$ cat src/design/ppts_pkg.sv
`timescale 1ns / 1ps
// ----------------------------------------------------------------------------
// ppts_pkg
// Shared types and constants for the preemptive priority task scheduler.
// ----------------------------------------------------------------------------
package ppts_pkg;

   localparam int MAX_TASKS  = 16;
   localparam int SLOT_BITS  = $clog2(MAX_TASKS);
   localparam int TIME_BITS  = 16;
   localparam int PRIO_BITS  = 8;
   localparam int COUNT_BITS = 5;
   localparam int KIND_BITS  = 2;

   localparam logic [TIME_BITS-1:0]  TIME_MAX = {TIME_BITS{1'b1}};
   localparam logic [COUNT_BITS-1:0] DONE_MAX = {COUNT_BITS{1'b1}};
   localparam logic [COUNT_BITS-1:0] SLOTS_MAX = COUNT_BITS'(MAX_TASKS);

   typedef logic [TIME_BITS-1:0]  time_type;
   typedef logic [PRIO_BITS-1:0]  prio_type;
   typedef logic [SLOT_BITS-1:0]  slot_type;
   typedef logic [COUNT_BITS-1:0] count_type;

   typedef enum logic [KIND_BITS-1:0] {
      KIND_LOAD    = 2'd0,
      KIND_TICK    = 2'd1,
      KIND_RESTART = 2'd2,
      KIND_NONE    = 2'd3
   } kind_type;

   typedef enum logic [1:0] {
      ST_IDLE,
      ST_SCAN,
      ST_COMMIT
   } state_type;

   typedef struct packed {
      time_type arrival;
      prio_type prio;
      time_type remaining;
      logic     started;
      time_type start;
   } entry_type;

endpackage

$ cat src/design/preemptive_priority_task_scheduler.sv
`timescale 1ns / 1ps
// ----------------------------------------------------------------------------
// preemptive_priority_task_scheduler
// Task table in a synchronous memory; each tick scans the slots in use,
// picks the ready task of highest priority, runs it one unit and writes back.
// ----------------------------------------------------------------------------
//  channel | direction | handshake          | payload
//  req_    | in        | req_valid/stall    | kind slot arrival priority_level burst
//  rsp_    | out       | rsp_valid/stall    | ran ran_slot first_run finished
//          |           |                    | time_after start_at end_at all_done
//  csr_    | in        | csr_we             | csr_wdata (task_count)
//
// load, restart and other kinds: result registered, valid in the cycle after accept.
// tick: the one-slot-per-cycle scan of the table memory covers the slots in
// use (one read per cycle, registered read data), then commit writes back.
// one item at a time; a new item is taken once the block is idle and the
// output register is free or being drained. reset is synchronous; the busy
// bits clear at once, so no clearing pass is needed.
// ----------------------------------------------------------------------------
module preemptive_priority_task_scheduler (
   input  logic                      clock,
   input  logic                      reset,
   input  logic                      req_valid,
   output logic                      req_stall,
   input  logic [ppts_pkg::KIND_BITS-1:0]  req_kind,
   input  logic [ppts_pkg::SLOT_BITS-1:0]  req_slot,
   input  logic [ppts_pkg::TIME_BITS-1:0]  req_arrival,
   input  logic [ppts_pkg::PRIO_BITS-1:0]  req_priority_level,
   input  logic [ppts_pkg::TIME_BITS-1:0]  req_burst,
   output logic                      rsp_valid,
   input  logic                      rsp_stall,
   output logic                      rsp_ran,
   output logic [ppts_pkg::SLOT_BITS-1:0]  rsp_ran_slot,
   output logic                      rsp_first_run,
   output logic                      rsp_finished,
   output logic [ppts_pkg::TIME_BITS-1:0]  rsp_time_after,
   output logic [ppts_pkg::TIME_BITS-1:0]  rsp_start_at,
   output logic [ppts_pkg::TIME_BITS-1:0]  rsp_end_at,
   output logic                      rsp_all_done,
   input  logic                      csr_we,
   input  logic [ppts_pkg::COUNT_BITS-1:0] csr_wdata
);
   import ppts_pkg::*;

   entry_type mem [MAX_TASKS];
   entry_type rd_data_ff;

   state_type state_ff, state_in;
   count_type task_count_ff;
   time_type  clock_ff, clock_in;
   count_type done_ff, done_in;
   logic [MAX_TASKS-1:0] busy_ff, busy_in;
   count_type scan_idx_ff, scan_idx_in;
   logic      rdv_ff, rdv_in;
   slot_type  rd_slot_ff;
   logic      found_ff, found_in;
   entry_type best_ff, best_in;
   slot_type  best_slot_ff, best_slot_in;

   logic      rsp_valid_ff, rsp_valid_in;
   logic      rsp_load;
   logic      o_ran, o_first, o_fin, o_all_done;
   slot_type  o_slot;
   time_type  o_time, o_start, o_end;
   logic      rsp_ran_ff, rsp_first_ff, rsp_fin_ff, rsp_all_done_ff;
   slot_type  rsp_slot_ff;
   time_type  rsp_time_ff, rsp_start_ff, rsp_end_ff;

   logic      mem_we;
   slot_type  mem_waddr;
   entry_type mem_wdata;

   count_type n_used;
   logic [MAX_TASKS-1:0] use_mask;
   logic      out_free, req_take, cand, better;
   kind_type  kind;
   entry_type upd;
   time_type  clock_sat;

   assign kind      = kind_type'(req_kind);
   assign out_free  = !rsp_valid_ff || !rsp_stall;
   assign req_stall = (state_ff != ST_IDLE) || !out_free;
   assign req_take  = req_valid && !req_stall;
   assign n_used    = (task_count_ff > SLOTS_MAX) ? SLOTS_MAX : task_count_ff;
   assign clock_sat = (clock_ff == TIME_MAX) ? TIME_MAX : clock_ff + 1'b1;

   always_comb begin
      for (int i = 0; i < MAX_TASKS; i++) begin
         use_mask[i] = (COUNT_BITS'(i) < n_used);
      end
   end

   assign cand   = rdv_ff && busy_ff[rd_slot_ff] && (rd_data_ff.arrival <= clock_ff);
   assign better = !found_ff || (rd_data_ff.prio > best_ff.prio) ||
                   ((rd_data_ff.prio == best_ff.prio) &&
                    (rd_data_ff.arrival < best_ff.arrival));

   always_comb begin
      state_in     = state_ff;
      clock_in     = clock_ff;
      done_in      = done_ff;
      busy_in      = busy_ff;
      scan_idx_in  = scan_idx_ff;
      rdv_in       = 1'b0;
      found_in     = found_ff;
      best_in      = best_ff;
      best_slot_in = best_slot_ff;
      rsp_valid_in = rsp_valid_ff && rsp_stall;
      rsp_load     = 1'b0;
      mem_we       = 1'b0;
      mem_waddr    = req_slot;
      mem_wdata    = '0;
      upd          = best_ff;
      o_ran        = 1'b0;
      o_slot       = '0;
      o_first      = 1'b0;
      o_fin        = 1'b0;
      o_start      = '0;
      o_end        = '0;
      o_time       = clock_ff;
      o_all_done   = 1'b0;
      unique case (state_ff)
         ST_IDLE: begin
            if (req_take) begin
               unique case (kind)
                  KIND_LOAD: begin
                     mem_we              = 1'b1;
                     mem_wdata.arrival   = req_arrival;
                     mem_wdata.prio      = req_priority_level;
                     mem_wdata.remaining = req_burst;
                     busy_in[req_slot]   = (req_burst != '0);
                  end
                  KIND_TICK: begin
                     state_in    = ST_SCAN;
                     scan_idx_in = '0;
                     found_in    = 1'b0;
                  end
                  KIND_RESTART: begin
                     clock_in = '0;
                     done_in  = '0;
                  end
                  default: begin
                  end
               endcase
               if (kind != KIND_TICK) begin
                  o_time       = clock_in;
                  o_all_done   = ((busy_in & use_mask) == '0);
                  rsp_load     = 1'b1;
                  rsp_valid_in = 1'b1;
               end
            end
         end
         ST_SCAN: begin
            if (cand && better) begin
               found_in     = 1'b1;
               best_in      = rd_data_ff;
               best_slot_in = rd_slot_ff;
            end
            if (scan_idx_ff < n_used) begin
               rdv_in      = 1'b1;
               scan_idx_in = scan_idx_ff + 1'b1;
            end else begin
               state_in = ST_COMMIT;
            end
         end
         ST_COMMIT: begin
            if (out_free) begin
               state_in = ST_IDLE;
               clock_in = clock_sat;
               if (found_ff) begin
                  upd.started   = 1'b1;
                  upd.start     = best_ff.started ? best_ff.start : clock_ff;
                  upd.remaining = best_ff.remaining - 1'b1;
                  mem_we        = 1'b1;
                  mem_waddr     = best_slot_ff;
                  mem_wdata     = upd;
                  o_ran         = 1'b1;
                  o_slot        = best_slot_ff;
                  o_first       = !best_ff.started;
                  o_start       = upd.start;
                  if (upd.remaining == '0) begin
                     o_fin                 = 1'b1;
                     o_end                 = clock_sat;
                     busy_in[best_slot_ff] = 1'b0;
                     if (done_ff != DONE_MAX) begin
                        done_in = done_ff + 1'b1;
                     end
                  end
               end
               o_time       = clock_sat;
               o_all_done   = ((busy_in & use_mask) == '0);
               rsp_load     = 1'b1;
               rsp_valid_in = 1'b1;
            end
         end
         default: begin
            state_in = ST_IDLE;
         end
      endcase
   end

   always_ff @(posedge clock) begin
      if (mem_we) begin
         mem[mem_waddr] <= mem_wdata;
      end
      rd_data_ff <= mem[scan_idx_ff[SLOT_BITS-1:0]];
   end

   always_ff @(posedge clock) begin
      if (reset) begin
         state_ff      <= ST_IDLE;
         task_count_ff <= '0;
         clock_ff      <= '0;
         done_ff       <= '0;
         busy_ff       <= '0;
         scan_idx_ff   <= '0;
         rdv_ff        <= 1'b0;
         found_ff      <= 1'b0;
         rsp_valid_ff  <= 1'b0;
      end else begin
         state_ff     <= state_in;
         if (csr_we) begin
            task_count_ff <= csr_wdata;
         end
         clock_ff     <= clock_in;
         done_ff      <= done_in;
         busy_ff      <= busy_in;
         scan_idx_ff  <= scan_idx_in;
         rdv_ff       <= rdv_in;
         found_ff     <= found_in;
         rsp_valid_ff <= rsp_valid_in;
      end
   end

   always_ff @(posedge clock) begin
      rd_slot_ff   <= scan_idx_ff[SLOT_BITS-1:0];
      best_ff      <= best_in;
      best_slot_ff <= best_slot_in;
      if (rsp_load) begin
         rsp_ran_ff      <= o_ran;
         rsp_slot_ff     <= o_slot;
         rsp_first_ff    <= o_first;
         rsp_fin_ff      <= o_fin;
         rsp_time_ff     <= o_time;
         rsp_start_ff    <= o_start;
         rsp_end_ff      <= o_end;
         rsp_all_done_ff <= o_all_done;
      end
   end

   assign rsp_valid      = rsp_valid_ff;
   assign rsp_ran        = rsp_ran_ff;
   assign rsp_ran_slot   = rsp_slot_ff;
   assign rsp_first_run  = rsp_first_ff;
   assign rsp_finished   = rsp_fin_ff;
   assign rsp_time_after = rsp_time_ff;
   assign rsp_start_at   = rsp_start_ff;
   assign rsp_end_at     = rsp_end_ff;
   assign rsp_all_done   = rsp_all_done_ff;

endmodule

$ cat config.mk
export PLATFORM = sky130hd
export DESIGN_NAME = preemptive_priority_task_scheduler
export DESIGN_NICKNAME = d
export VERILOG_FILES = /design/src/design/ppts_pkg.sv /design/src/design/preemptive_priority_task_scheduler.sv
export SDC_FILE = /design/constraint.sdc
export NUM_CORES = 1
export LEC_CHECK = 0
export ABC_AREA = 1
export BUFFER_PORTS_ARGS = -buffer_cell sky130_fd_sc_hd__buf_2
export CAP_MARGIN = 20
export CORE_MARGIN = 3
export CORE_UTILIZATION = 55
export CTS_BUF_LIST = sky130_fd_sc_hd__clkbuf_8
export DETAILED_ROUTE_END_ITERATION = 8
export PLACE_DENSITY = 0.7
export SLEW_MARGIN = 5
export SYNTH_ARGS = -nofsm -noshare
export SYNTH_HDL_FRONTEND = slang
export SYNTH_SLANG_ARGS = --single-unit
$ cat constraint.sdc
create_clock -name clock -period 6.74 [get_ports clock]
set_clock_uncertainty 0.2 [all_clocks]
set_input_delay 1.011 -clock clock [delete_from_list [all_inputs] [get_ports clock]]
set_output_delay 1.011 -clock clock [all_outputs]
set_load 0.01 [all_outputs]
==> out/metrics.yaml <==
clk_latency_ns: 0.84
post_cts_resize_count: 0
place_congestion: 0.935
syn-cell-area_mm2: 0.0465
vias: 30693
worstHoldPathType: "flop to flop"
grt_util_all_layers: 0.262
max_slew_margin: 0.209
antenna_found_initial: 4
dr.pass1.iters: 5
dieArea_mm2: 0.0881
p_clk_frac: 0.382
crit_chain: "inv_1 > nor2_4 > inv_2 > nor2_4 > inv_2 > nor2_4 > clkinv_2 > a21oi_1 > nand3_1 > nor2_4 > buf_4"
route.final.wire_length_mm: 118
ir_worst_vdd_v: 0.000209
ys_types: 51
area_growth_pct: 11.8
fin_setup_tns_ns: 0
slew_violations: 0
cp_num_buf_inv: 5
power_switching_mw: 3.33
hold_start: "rd_data_ff[16]"
status: "finished, final reports clean"
setup_ws_ns: 1.86
endpoint_kind: "flop"
die_w_um: 297
multiInputGateArea_mm2: 0.0120
synth_edf_count: 1029
cap_violations: 0
path_max_fanout: 35
row_count: 106
layout_common_cells: "edfxtp_1 (1029), nor2_1 (666), o21ai_0 (321), nand2_1 (316), inv_1 (237)"
clock_sinks: 1137
hold_buffers: 0
grt_max_degree: 221
ant_nets: 0
via_per_inst: 5.94
drcViolationCount: 0
synth.net_count: 3818
layout_commonest_cell: "edfxtp_1"
p_leak_nw: 19.1
post_cts.repair.setup_buffers: 0
fmax_mhz: 205
critical_path_class: "flop to flop"
arrival_ns: 5.16
routedWlPerCell_um: 22.8
drive_above_1_share: 0.131
rsz0062_at_grt: "false"
whs_ns: 0.182
place_ws_ns: 1.98
grt_pass1_wl_mm: 175
die_y_um: 297
ys_ff_latch: 1137
cts_tree: "built"
synth_flop_cell: "edfxtp_1"
synthArstFlopShare: 0
crit_path_max_incr_delay_ns: 0.73
netlist_instances: 3715
nFillCells: 6408
synth_sequential_area_ratio: 0.711
cts_htree_levels: 4
hold_violations: 0
pwr-share-seq: 0.553
cts-buffers-inserted: 174
ios: 114
register_area_mm2: 0.0331
worst_ep_required_time_ns: 7.02
regToRegStartpoint: "state_ff[1]"
power.internal_mw: 10.8
p_per_area_mw_per_mm2: 272
setup_viol: 0
fin_crit_sh: 0.724
critPathSlowestCell: "nor2_4"
cp_common_cell: "nor2_4"
cpLargestDelayFamily: "simple AND/OR/NAND/NOR gates"
p_comb_frac: 0.065
grt_pass1_vias: 28875
postSynthAreaPerCell_um2: 12.5
core-area_mm2: 0.0837
period_needed_ns: 4.88
clk_root_buffer_cell: "clkbuf_8"
hpwl_mm: 67.4
cts.path.max_buffers: 3
crit_start: "state_ff[1]"
clk_pin_slew_ns: 0.06
yosysWarnings: 0
start_kind: "flop"
start_util: 0.556
gr-total-overflow: 0
max_slew.worst_pin.slew_ns: 1.19
nets: 3986
drt-initial-drc-count: 3481
swShare: 0.235
io_buffer_count: 113
## registers in the layout, summed over array words and instances (netlist names), 5 cells and up
signal          count
scan_idx_ff         5
clock_ff           16
rsp_time_after     16
rsp_start_at       16
task_count_ff       5
best_ff            57
rd_data_ff         57
mem               912
busy_ff            16
rsp_end_at         16
## path summary, 6_finish.rpt
path	to	slack, ns	cells past startpoint
worst max-delay path	mem[0][11]	1.86	11
worst min-delay path	best_ff[16]	0.18	0
worst max register to register	mem[0][11]	1.86	11
worst min register to register	best_ff[16]	0.18	0
## power groups by stage
stage / logic, mW / registers [mW] / clock network, mW
CTS: 0.904 / 7.80 / 5.48
global route: 1.01 / 7.81 / 5.81
finish: 0.918 / 7.81 / 5.40
floorplan: 0.619 / 7.93 / 0
detailed placement: 0.900 / 7.95 / 0
global placement: 0.886 / 7.95 / 0
## through the flow
stage | total power, mW | instances | cell area (um^2) | util
2_1_floorplan | 8.55 | 3715 | 46500 | -
3_3_place_gp | 8.83 | 4836 | 48600 | 0.581
3_5_place_dp | 8.85 | 4838 | 48600 | 0.581
4_1_cts | 14.2 | 5159 | 52000 | 0.621
5_1_grt | 14.6 | 5164 | 52000 | 0.621
6_report | 14.1 | 5164 | 52000 | 0.621
## worst register-to-register path, stage by stage (launching register included)
cell,delay [ns]
dfxtp_1,0.33
inv_1,0.08
nor2_4,0.62
inv_2,0.33
nor2_4,0.22
inv_2,0.22
nor2_4,0.19
clkinv_2,0.33
a21oi_1,0.38
nand3_1,0.39
nor2_4,0.74
buf_4,0.48
## per-layer routing
layer / wire length, um / GRT usage / up-vias
met5: 0 / 0 / -
met4: 3170 / 0.0929 / 0
met3: 12500 / 0.0695 / 203
met2: 54800 / 0.406 / 1538
met1: 47600 / 0.362 / 14940
li1: - / - / 14012
## cell type report
class | instances | area share
flip-flops and latches | 1137 | 0.636
clock inverters | 132 | 0.0136
well taps | 1134 | 0.0273
multi-input cells | 2179 | 0.232
repair buffers | 206 | 0.0277
clock buffers | 189 | 0.0500
inverters | 185 | 0.0136
diodes | 2 | 0.0000962
## cell usage after synthesis, types with 17 or more instances
cell type  number  area (um^2)
a21oi_1        81          405
buf_1          17         63.8
buf_2          20          100
clkbuf_1      176          661
dfxtp_1       108         2160
edfxtp_1     1029        30900
ha_1           47          588
inv_1         171          642
mux2i_1       105         1050
nand2_1       317         1190
nand3_1       206         1030
nor2_1        684         2570
nor2_2         20          125
o211ai_1       38          285
o21ai_0       323         1620
o221ai_1      100          876
o32ai_1       137         1200
## logic make-up after synthesis
logic type	synth area share
muxes	0.0226
adders and majority gates	0.0126
AOI/OAI and AO/OA	0.102
and+or+nand+nor	0.117
DFF	0.711
buffers and inverters	0.0329
xor gates and xnor gates	0.00188
Power figures use the tool's default switching activity.
